File: src/design/sobel_pkg.sv
// shared types, constants and helpers of the rgb sobel edge stream
`default_nettype none

package sobel_pkg;

    localparam int MAX_WIDTH_DEF   = 2048;
    localparam int MAX_HEIGHT      = 4096;
    localparam int MIN_DIM         = 3;
    localparam int FW_W            = 12;
    localparam int FH_W            = 13;
    localparam int ROW_W           = 12;
    localparam int CFG_IDX_W       = 2;
    localparam int CFG_DATA_W      = 13;
    localparam int PIX_W           = 24;
    localparam int EDGE_MAX        = 255;
    localparam logic [FW_W-1:0] FRAME_WIDTH_RST  = 12'd640;
    localparam logic [FH_W-1:0] FRAME_HEIGHT_RST = 13'd480;

    typedef enum logic [CFG_IDX_W-1:0] {
        CFG_FRAME_WIDTH  = 2'd0,
        CFG_FRAME_HEIGHT = 2'd1
    } t_cfg_idx;

    typedef struct packed {
        logic [7:0] pix_red;
        logic [7:0] pix_green;
        logic [7:0] pix_blue;
    } t_pix_in;

    typedef struct packed {
        logic [7:0] edge_level;
        logic       frame_done;
    } t_edge_out;

    typedef logic [2:0][7:0] t_rgb;

    typedef struct packed {
        logic [7:0] trow;
        logic [7:0] brow;
        logic [7:0] lcol;
        logic [7:0] rcol;
    } t_wsum;

    typedef t_wsum [2:0] t_wsum_set;

    typedef struct packed {
        logic valid;
        logic has_res;
        logic frame_done;
    } t_stage_ctl;

    function automatic logic [7:0] f_wsum(input logic [7:0] a, input logic [7:0] b,
                                          input logic [7:0] c);
        logic [9:0] s;
        s = {2'b00, a} + {1'b0, b, 1'b0} + {2'b00, c};
        return s[9:2];
    endfunction

    function automatic logic [7:0] f_absdiff(input logic [7:0] a, input logic [7:0] b);
        return (a > b) ? (a - b) : (b - a);
    endfunction

endpackage

`default_nettype wire

File: src/design/sobel_window.sv
// 3x3 window shift registers and per-channel 1-2-1 row and column sums
`default_nettype none

module sobel_window (
    input  wire logic                  i_clk,
    input  wire logic                  i_rst_n,
    input  wire logic                  i_adv,
    input  wire sobel_pkg::t_stage_ctl i_ctl,
    input  wire sobel_pkg::t_rgb       i_top,
    input  wire sobel_pkg::t_rgb       i_mid,
    input  wire sobel_pkg::t_rgb       i_cur,
    output      sobel_pkg::t_stage_ctl o_ctl,
    output      sobel_pkg::t_wsum_set  o_sums
);

    import sobel_pkg::*;

    t_rgb      r_win [6];
    t_wsum_set n_sums;

    always_comb begin
        for (int c = 0; c < 3; c++) begin
            n_sums[c].trow = f_wsum(r_win[0][c], r_win[3][c], i_top[c]);
            n_sums[c].brow = f_wsum(r_win[2][c], r_win[5][c], i_cur[c]);
            n_sums[c].lcol = f_wsum(r_win[0][c], r_win[1][c], r_win[2][c]);
            n_sums[c].rcol = f_wsum(i_top[c], i_mid[c], i_cur[c]);
        end
    end

    // window shift, one column per transfer
    always_ff @(posedge i_clk) begin
        if (i_adv && i_ctl.valid) begin
            r_win[0] <= r_win[3];
            r_win[1] <= r_win[4];
            r_win[2] <= r_win[5];
            r_win[3] <= i_top;
            r_win[4] <= i_mid;
            r_win[5] <= i_cur;
            o_sums   <= n_sums;
        end
    end

    always_ff @(posedge i_clk) begin
        if (!i_rst_n) begin
            o_ctl <= '0;
        end else if (i_adv) begin
            o_ctl <= i_ctl;
        end
    end

endmodule

`default_nettype wire

File: config.mk
export PLATFORM = sky130hd
export DESIGN_NAME = sobel_window
export DESIGN_NICKNAME = d
export VERILOG_FILES = /design/src/design/sobel_pkg.sv /design/src/design/sobel_window.sv
export SDC_FILE = /design/constraint.sdc
export NUM_CORES = 1
export LEC_CHECK = 0
export CAP_MARGIN = 20
export CORE_ASPECT_RATIO = 0.8
export CORE_MARGIN = 2
export CORE_UTILIZATION = 35
export CTS_CLUSTER_SIZE = 16
export DETAILED_ROUTE_END_ITERATION = 6
export DONT_BUFFER_PORTS = 1
export GPL_TIMING_DRIVEN = 0
export PLACE_DENSITY = 0.55
export SYNTH_ARGS = -nofsm -noshare
export SYNTH_HDL_FRONTEND = slang
export SYNTH_SLANG_ARGS = --single-unit
File: constraint.sdc
create_clock -name i_clk -period 18.4 [get_ports i_clk]
set_input_delay 0.92 -clock i_clk [delete_from_list [all_inputs] [get_ports i_clk]]
set_output_delay 0.92 -clock i_clk [all_outputs]
set_load 0.005 [all_outputs]
==> results.cfg <==
[status]
status = finished clean

[clock_network]
cts_root_buf = clkbuf_16
htree_levels = 1
hold_buffers = 0
clock_sinks = 243
cts_tree = yes
cts_resized = 0
path_clk_slew_ns = 0.06
cts-buffers-inserted = 28
postCtsSetupBuffers = 0
insertion_delay_ns = 0.55
clock_path_buffers = 3

[placed_design]
portBuffers = 0
gp_congestion = 0.814
post-place-ws_ns = 15.09
dp_hpwl_mm = 21.0

[floorplan]
die_w_um = 223
dieArea_sq_mm = 0.0400
rows = 64
io_pins = 177
core-area_sq_mm = 0.0380
start_util = 0.354
die_y_um = 179

[flow_run]
cap_violations = 0

[worst_setup_path]
crit_fanout = 3
startpoint_type = input pin
crit_cells = 8
reg2reg_from = r_win[5][17]
rr_worst_depth = 6
cp-startpoint = i_top[1]
cp_slowest_cell = fa_1
timing.critical_path.cells = inv_1 > fa_1 > nor2_1 > fa_1 > a211oi_1 > nor2_1 > o31ai_1 > a21boi_0
worstPathArrival_ns = 3.18
cp_data_required_time_ns = 18.78
max_stage_delay_ns = 0.59
crit_end = o_sums[5]
rrSetupSlack_ns = 15.69
crit_family = adder cells
timing.rr.end = o_sums[86]
cp-end-kind = flop
crit_buf_inv = 1
crit_type = in2reg

[yosys]
synth_cell_types = 52
synthFlopType = edfxtp_1
syn_avg_cell_area_sq_um = 14.1
yosys.area.top_type_share = 0.536
synth_top_cells_by_count = edfxtp_1 (240), fa_1 (96), ha_1 (84), nor2_1 (83), inv_1 (54)
async_flop_share = 0
synth_edf_count = 240
synth-seq-area-share = 0.540
syn-cell-area_sq_mm = 0.0135
synth_warnings = 0
syn-instance-count = 956
yosys.area.top_type = edfxtp_1
synth.top_cells.by_area = edfxtp_1 (54%), fa_1 (14%), ha_1 (7.8%), nor2_1 (2.3%), a21oi_1 (1.9%)
ys_ff_latch = 243
synth_fp_nets = 1214
yosysMostFrequentCell = edfxtp_1

[final_layout]
fin_nets = 1247
area_growth_pct = 11.3
drive_above_1_share = 0.0425
diodes = 0

[sta]
finalHoldViolations = 0
setup_viol = 0
fmax_ghz = 0.357
rsz0062_at_grt = no
fin_crit_ns = 2.80
setup_ws_ns = 15.60
slew_viol_final = 0
fin_skew_ns = 0.00923
worstMarginPinSlew_ns = 0.800
slew_headroom = 0.467
tns_ns = 0
period_share = 0.152

[power]
leakage_nw = 5.53
p_per_area_mw_per_mm2 = 101
ir_worst_vdd_v = 0.0000631

[global_routing]
grt_use_total = 0.137
antenna_found_initial = 0
overflow = 0
grt_pass1_vias = 7483
grt_max_degree = 68
grt_first_pass_wirelength_mm = 42.8

[drt]
wl_per_cell_um = 18.3
ant_nets = 0
vias = 7611
drt-total-wl_mm = 27.6
drc = 0
firstDrtPassIters = 4
vias_per_cell = 5.05
drtIter0Drc = 556

[worst_hold_path]
hp-class = reg2reg
## flip-flops by register name, summed over array words and instances, names as in the netlist
register / cells
r_win: 144
o_ctl: 3
o_sums: 96
## cell usage in the layout (no fill, tap or decap), types with 15 or more instances in the layout
cell       instances
nand2_1           18
inv_1             54
fa_1              96
o21a_1            24
nor2_1            83
nor2b_1           20
ha_1              84
a21o_1            21
o21ai_0           39
edfxtp_1         240
nand2b_1          22
a21oi_1           52
clkbuf_16         29
o31a_1            15
xnor2_1           17
## worst min path at each step
| stage | from | to | slack (ns) | depth (start not counted) |
|---|---|---|---|---|
| after floorplan | r_win[4][0] | r_win[1][0] | 0.40 | 0 |
| after global placement | r_win[4][12] | r_win[1][12] | 0.40 | 0 |
| after detailed placement | r_win[4][18] | r_win[1][18] | 0.40 | 0 |
| after CTS | r_win[4][4] | r_win[1][4] | 0.41 | 0 |
| after global routing | r_win[4][18] | r_win[1][18] | 0.42 | 0 |
| final | r_win[4][9] | r_win[1][9] | 0.41 | 0 |
## where the power goes
group	switching, mW	total [mW]	internal, mW
clock network	0.219	0.505	0.287
logic	0.173	0.309	0.136
registers	0.0255	0.701	0.675
total	0.417	1.51	1.10
## cells by family (layout without fill, tap and decap cells)
family | after synthesis | after routing | synth area share
DFF | 243 | 243 | 0.540
and+or+nand+nor | 220 | 220 | 0.0888
AOI/OAI and AO/OA | 214 | 214 | 0.106
adders and majority gates | 180 | 180 | 0.221
buffers and inverters | 58 | 113 | 0.0163
xor gates and xnor gates | 27 | 27 | 0.0176
muxes | 14 | 14 | 0.0105
## routing by layer
layer	vias to the layer above	routed length (um)	GRT usage	part of all wire
li1	3681	-	-	-
met1	3744	13500	0.197	0.49
met2	146	12100	0.207	0.44
met3	40	1480	0.0357	0.054
met4	0	572	0.0305	0.021
met5	-	0	0	0
## worst register-to-register path, stage by stage (launching register included)
cell      delay (ns)
edfxtp_1        0.42
fa_1            0.52
ha_1            0.29
nand4b_1        0.15
a21oi_2         0.31
o221ai_1        0.18
or4_1           0.57
## cell type report
type,instances,area (sq um)
fill,3523,23100
multi-input combinational,655,5970
tap,495,619
clock buffer,38,759
timing repair buffer,3,82.6
buffer,4,16.3
clock inverter,14,62.6
inverter,54,203
sequential,243,7270
## through the flow
step,hold WS [ns],instance area [sq um],util,cells,power [mW]
after floorplan,0.400,13500,-,956,0.946
after global placement,0.401,14100,0.370,1451,1.02
after detailed placement,0.405,14200,0.372,1454,1.02
after CTS,0.407,15000,0.394,1506,1.54
after global routing,0.416,15000,0.394,1506,1.60
final,0.412,15000,0.394,1506,1.51
(Power assumes the default switching activity.)
