`src/design/sobel_pkg.sv`:
```
// shared types, constants and helpers of the rgb sobel edge stream
`default_nettype none

package sobel_pkg;

    localparam int MAX_WIDTH_DEF   = 2048;
    localparam int MAX_HEIGHT      = 4096;
    localparam int MIN_DIM         = 3;
    localparam int FW_W            = 12;
    localparam int FH_W            = 13;
    localparam int ROW_W           = 12;
    localparam int CFG_IDX_W       = 2;
    localparam int CFG_DATA_W      = 13;
    localparam int PIX_W           = 24;
    localparam int EDGE_MAX        = 255;
    localparam logic [FW_W-1:0] FRAME_WIDTH_RST  = 12'd640;
    localparam logic [FH_W-1:0] FRAME_HEIGHT_RST = 13'd480;

    typedef enum logic [CFG_IDX_W-1:0] {
        CFG_FRAME_WIDTH  = 2'd0,
        CFG_FRAME_HEIGHT = 2'd1
    } t_cfg_idx;

    typedef struct packed {
        logic [7:0] pix_red;
        logic [7:0] pix_green;
        logic [7:0] pix_blue;
    } t_pix_in;

    typedef struct packed {
        logic [7:0] edge_level;
        logic       frame_done;
    } t_edge_out;

    typedef logic [2:0][7:0] t_rgb;

    typedef struct packed {
        logic [7:0] trow;
        logic [7:0] brow;
        logic [7:0] lcol;
        logic [7:0] rcol;
    } t_wsum;

    typedef t_wsum [2:0] t_wsum_set;

    typedef struct packed {
        logic valid;
        logic has_res;
        logic frame_done;
    } t_stage_ctl;

    function automatic logic [7:0] f_wsum(input logic [7:0] a, input logic [7:0] b,
                                          input logic [7:0] c);
        logic [9:0] s;
        s = {2'b00, a} + {1'b0, b, 1'b0} + {2'b00, c};
        return s[9:2];
    endfunction

    function automatic logic [7:0] f_absdiff(input logic [7:0] a, input logic [7:0] b);
        return (a > b) ? (a - b) : (b - a);
    endfunction

endpackage

`default_nettype wire

```
`src/design/sobel_grad.sv`:
```
// gradient magnitude, scaling, saturation and output register
`default_nettype none

module sobel_grad (
    input  wire logic                  i_clk,
    input  wire logic                  i_rst_n,
    input  wire logic                  i_adv,
    input  wire sobel_pkg::t_stage_ctl i_ctl,
    input  wire sobel_pkg::t_wsum_set  i_sums,
    input  wire logic                  i_stall,
    output      logic                  o_valid,
    output      sobel_pkg::t_edge_out  o_edge
);

    import sobel_pkg::*;

    logic [10:0] total;
    logic [8:0]  scaled;
    logic [7:0]  n_level;

    always_comb begin
        total = '0;
        for (int c = 0; c < 3; c++) begin
            total = total + {3'b000, f_absdiff(i_sums[c].trow, i_sums[c].brow)}
                          + {3'b000, f_absdiff(i_sums[c].lcol, i_sums[c].rcol)};
        end
        scaled  = total[10:2];
        n_level = (scaled > 9'(EDGE_MAX)) ? 8'(EDGE_MAX) : scaled[7:0];
    end

    logic load;
    assign load = i_adv && i_ctl.valid && i_ctl.has_res;

    always_ff @(posedge i_clk) begin
        if (!i_rst_n) begin
            o_valid <= 1'b0;
        end else if (load) begin
            o_valid <= 1'b1;
        end else if (!i_stall) begin
            o_valid <= 1'b0;
        end
    end

    always_ff @(posedge i_clk) begin
        if (load) begin
            o_edge.edge_level <= n_level;
            o_edge.frame_done <= i_ctl.frame_done;
        end
    end

endmodule

`default_nettype wire

```
`config.mk`:
```
export PLATFORM = sky130hd
export DESIGN_NAME = sobel_grad
export DESIGN_NICKNAME = d
export VERILOG_FILES = /design/src/design/sobel_pkg.sv /design/src/design/sobel_grad.sv
export SDC_FILE = /design/constraint.sdc
export NUM_CORES = 1
export LEC_CHECK = 0
export BUFFER_PORTS_ARGS = -buffer_cell sky130_fd_sc_hd__buf_2
export CAP_MARGIN = 20
export CORE_UTILIZATION = 53
export CTS_CLUSTER_DIAMETER = 60
export DETAILED_ROUTE_END_ITERATION = 12
export PLACE_DENSITY = 0.84
export REMOVE_ABC_BUFFERS = 1
export SYNTH_ARGS = -nofsm -noshare
export SYNTH_HDL_FRONTEND = slang
export SYNTH_SLANG_ARGS = --single-unit
```
`constraint.sdc`:
```
create_clock -name i_clk -period 6.16 [get_ports i_clk]
set_clock_uncertainty 0.2 [all_clocks]
set_input_delay 0.924 -clock i_clk [delete_from_list [all_inputs] [get_ports i_clk]]
set_output_delay 0.924 -clock i_clk [all_outputs]
set_load 0.05 [all_outputs]
```
==> reports/summary.txt <==
most common cell after layout, fill and taps aside -> inv_1
initial antenna violation count -> 0
#FFs+latches synth -> 10
worst path cell trace -> buf_2 -> inv_1 -> ha_2 -> inv_2 -> fa_2 -> a21o_1 -> a21oi_2 -> or3_4 -> a21oi_4 -> buf_4 -> mux2i_1 -> xnor2_1 -> fa_1 -> fa_1 -> inv_1 -> fa_1 -> inv_1 -> ha_1 -> a21o_1 -> a21oi_2 -> o21ai_0 -> o211a_1 -> a2bb2oi_1 -> a21o_1
Switch Pwr -> 1.64 mW
register area share after synthesis -> 0.0523
Switching Fraction -> 0.490
antenna diode count -> 0
Total Power -> 3.34 mW
CP Capture Type -> flip-flop
setup slack after layout -> 0.217 ns
Residual DRC -> 0
Reg-to-Reg Start -> o_valid
1st-iter DRT viols -> 227
row count -> 36
power per cell area -> 501 mW/mm^2
Syn Std Cell Area -> 0.00555 mm^2
core area -> 0.00995 mm^2
async set or reset register ratio after synthesis -> 0
Final ANT Viol Nets -> 0
fillers -> 821
P_leak -> 3.66 nW
worst-skew pair later-pin latency -> 0.23 ns
Max Cap Viol -> 0
CTS root buf -> clkbuf_8
I/O Buffers -> 112
clock transition at the registers of the reported paths -> 0.05 ns
CTS Sinks -> 10
io pins -> 113
Min-Delay Path Depth -> 2
Seq pwr share -> 0.070
Total Wirelength -> 12.7 mm
Setup CP Type -> input port to flip-flop
Place WS -> -0.0758 ns
Post-synth top flop -> edfxtp_1
overall routing resource usage -> 0.242
via count -> 5211
chip width -> 104 um
min-delay worst type -> flip-flop to flip-flop
CP max stage cell -> fa_1
Die H -> 104 um
Final Core Density -> 0.670
cell family with most CP delay -> adder cells
DP HPWL -> 11.1 mm
Clock Tree Buf Depth -> 2
Num CTS Buffers -> 3
GRT overflow -> 0
period utilization -> 0.965
clock group share of total power -> 0.024
share of layout cells above drive strength 1 -> 0.252
post-synth cell types -> 61
hold slack -> 0.412 ns
vias per inst -> 5.38
drt wl/cell -> 13.1 um
design internal power -> 1.71 mW
Worst Path Max Fanout -> 4
final-report hold violation count -> 0
pins over their slew limit -> 0
R2R cell count -> 2
placed cell area -> 0.00653 mm^2
Yosys top cell by area -> ha_1
Area contributors post-synth -> ha_1 22%, fa_1 16%, inv_1 10%
Yosys Warn Count -> 0
Max VDD drop -> 433 uV
cell area after layout -> 0.00667 mm^2
status -> completed
hold path start -> o_valid
final worst path period need -> 5.94 ns
Avg Inst Size Synth -> 8.10 um^2
fmax -> 0.168 GHz
hold path endpoint -> o_valid
combinational share of power -> 0.906
largest net degree at the start of global routing -> 11
vias in the first global route -> 5284
final setup fails -> 0
P&R area growth vs syn -> 20.3%
EDFF count, synth -> 9
commonest cells after routing, fill and taps aside -> 150 x inv_1, 112 x buf_2, 96 x ha_1
Starting Density -> 0.557
worst path required time -> 5.95 ns
Yosys top cell area share -> 0.221
drt pass-1 iters -> 5
slew margin rel. -> 0.724
TritonCTS clock tree -> yes
CP arrival -> 5.73 ns
worst path bufs/invs -> 6
# H-tree levels -> 1
first-pass GRT wire length -> 22.4 mm
Worst R2R End -> o_valid
routability cong. -> 0.908
Die ar. -> 0.0109 mm^2
reg-to-reg setup timing slack -> 5.24 ns
Synth Instances -> 685
critical path launch point type -> input port
cts hold-fix bufs -> 0
NumNets Final -> 1081
Tightest Pin Transition -> 0.414 ns
max incr delay on CP -> 0.60 ns
-- cell type report --
cell class | instances | area [um^2] | area share
clock buffer | 4 | 55.1 | 0.00825
tap | 133 | 166 | 0.0249
timing repair buffer | 163 | 947 | 0.142
sequential | 10 | 290 | 0.0435
inverter | 151 | 567 | 0.0850
multi-input combinational | 508 | 4640 | 0.696
-- worst min-delay path, cell delays in order (launching register included) --
cell and delay, ns:
dfxtp_1 0.33, and2_0 0.15, o21a_1 0.10
-- per-layer routing --
metal / vias to the layer above / part of all wire / track usage
met5: - / 0 / 0
met4: 0 / 0.018 / 0.0531
met3: 20 / 0.050 / 0.0213
met2: 162 / 0.50 / 0.447
met1: 2426 / 0.43 / 0.302
li1: 2603 / - / -
-- Yosys cell counts (5+ instances only) --
master and instances:
nand3_1 13, inv_1 151, nand3b_1 6, mux2_2 12, mux2i_1 22, ha_1 98, xnor2_1 20, buf_2 11
a21oi_1 55, nor2b_1 9, xor2_1 14, nand2b_1 8, a211oi_1 9, nand2_1 19, a21o_1 20, nand4_1 12
and2_1 8, nor2_1 34, o21ai_0 27, nor3_1 9, o21a_1 5, fa_1 43, edfxtp_1 9
-- per-stage QoR --
step / TNS [ns] / std cells
floorplan: 0 / 669
CTS: 0 / 963
finish: 0 / 969
global route: -0.148 / 969
detailed placement: -0.248 / 959
global placement: 0 / 959
-- power groups by stage --
stage	Clock, mW	Combinational, mW	Sequential [mW]
after CTS	0.0802	2.93	0.234
after global routing	0.0861	3.43	0.237
final	0.0796	3.03	0.233
after detailed placement	0	2.91	0.235
after floorplan	0	1.93	0.332
after global placement	0	2.77	0.234
-- logic make-up (layout without fill, tap and decap cells) --
group / Yosys count / count (layout) / share of synthesized area
mux: 35 / 35 / 0.0668
buf+inv: 167 / 318 / 0.118
compound gates: 169 / 169 / 0.213
simple gates: 129 / 129 / 0.120
fa+ha+maj: 141 / 141 / 0.376
xor+xnor: 34 / 34 / 0.0537
flops: 10 / 10 / 0.0523
-- how the worst max path moves through the flow --
stage / to / startpoint / slack (ns) / cells after the start
after global placement: o_edge[7] / i_sums[48] / 0.04 / 24
final: o_edge[8] / i_sums[56] / 0.22 / 24
after floorplan: o_edge[6] / i_sums[56] / 0.14 / 24
after global routing: o_edge[7] / i_sums[24] / -0.04 / 27
after detailed placement: o_edge[7] / i_sums[56] / -0.08 / 25
after CTS: o_edge[7] / i_sums[56] / 0.14 / 25
-- timing repair --
action | 4_1_cts | 5_1_grt
setup buffers | 0 | 6
resized for setup | 0 | 15
setup endpoints to repair | 0 | 8
-- registers in the layout, summed over array words and instances (netlist names) --
name,count
o_edge,9
o_valid,1
(Power assumes the default switching activity.)
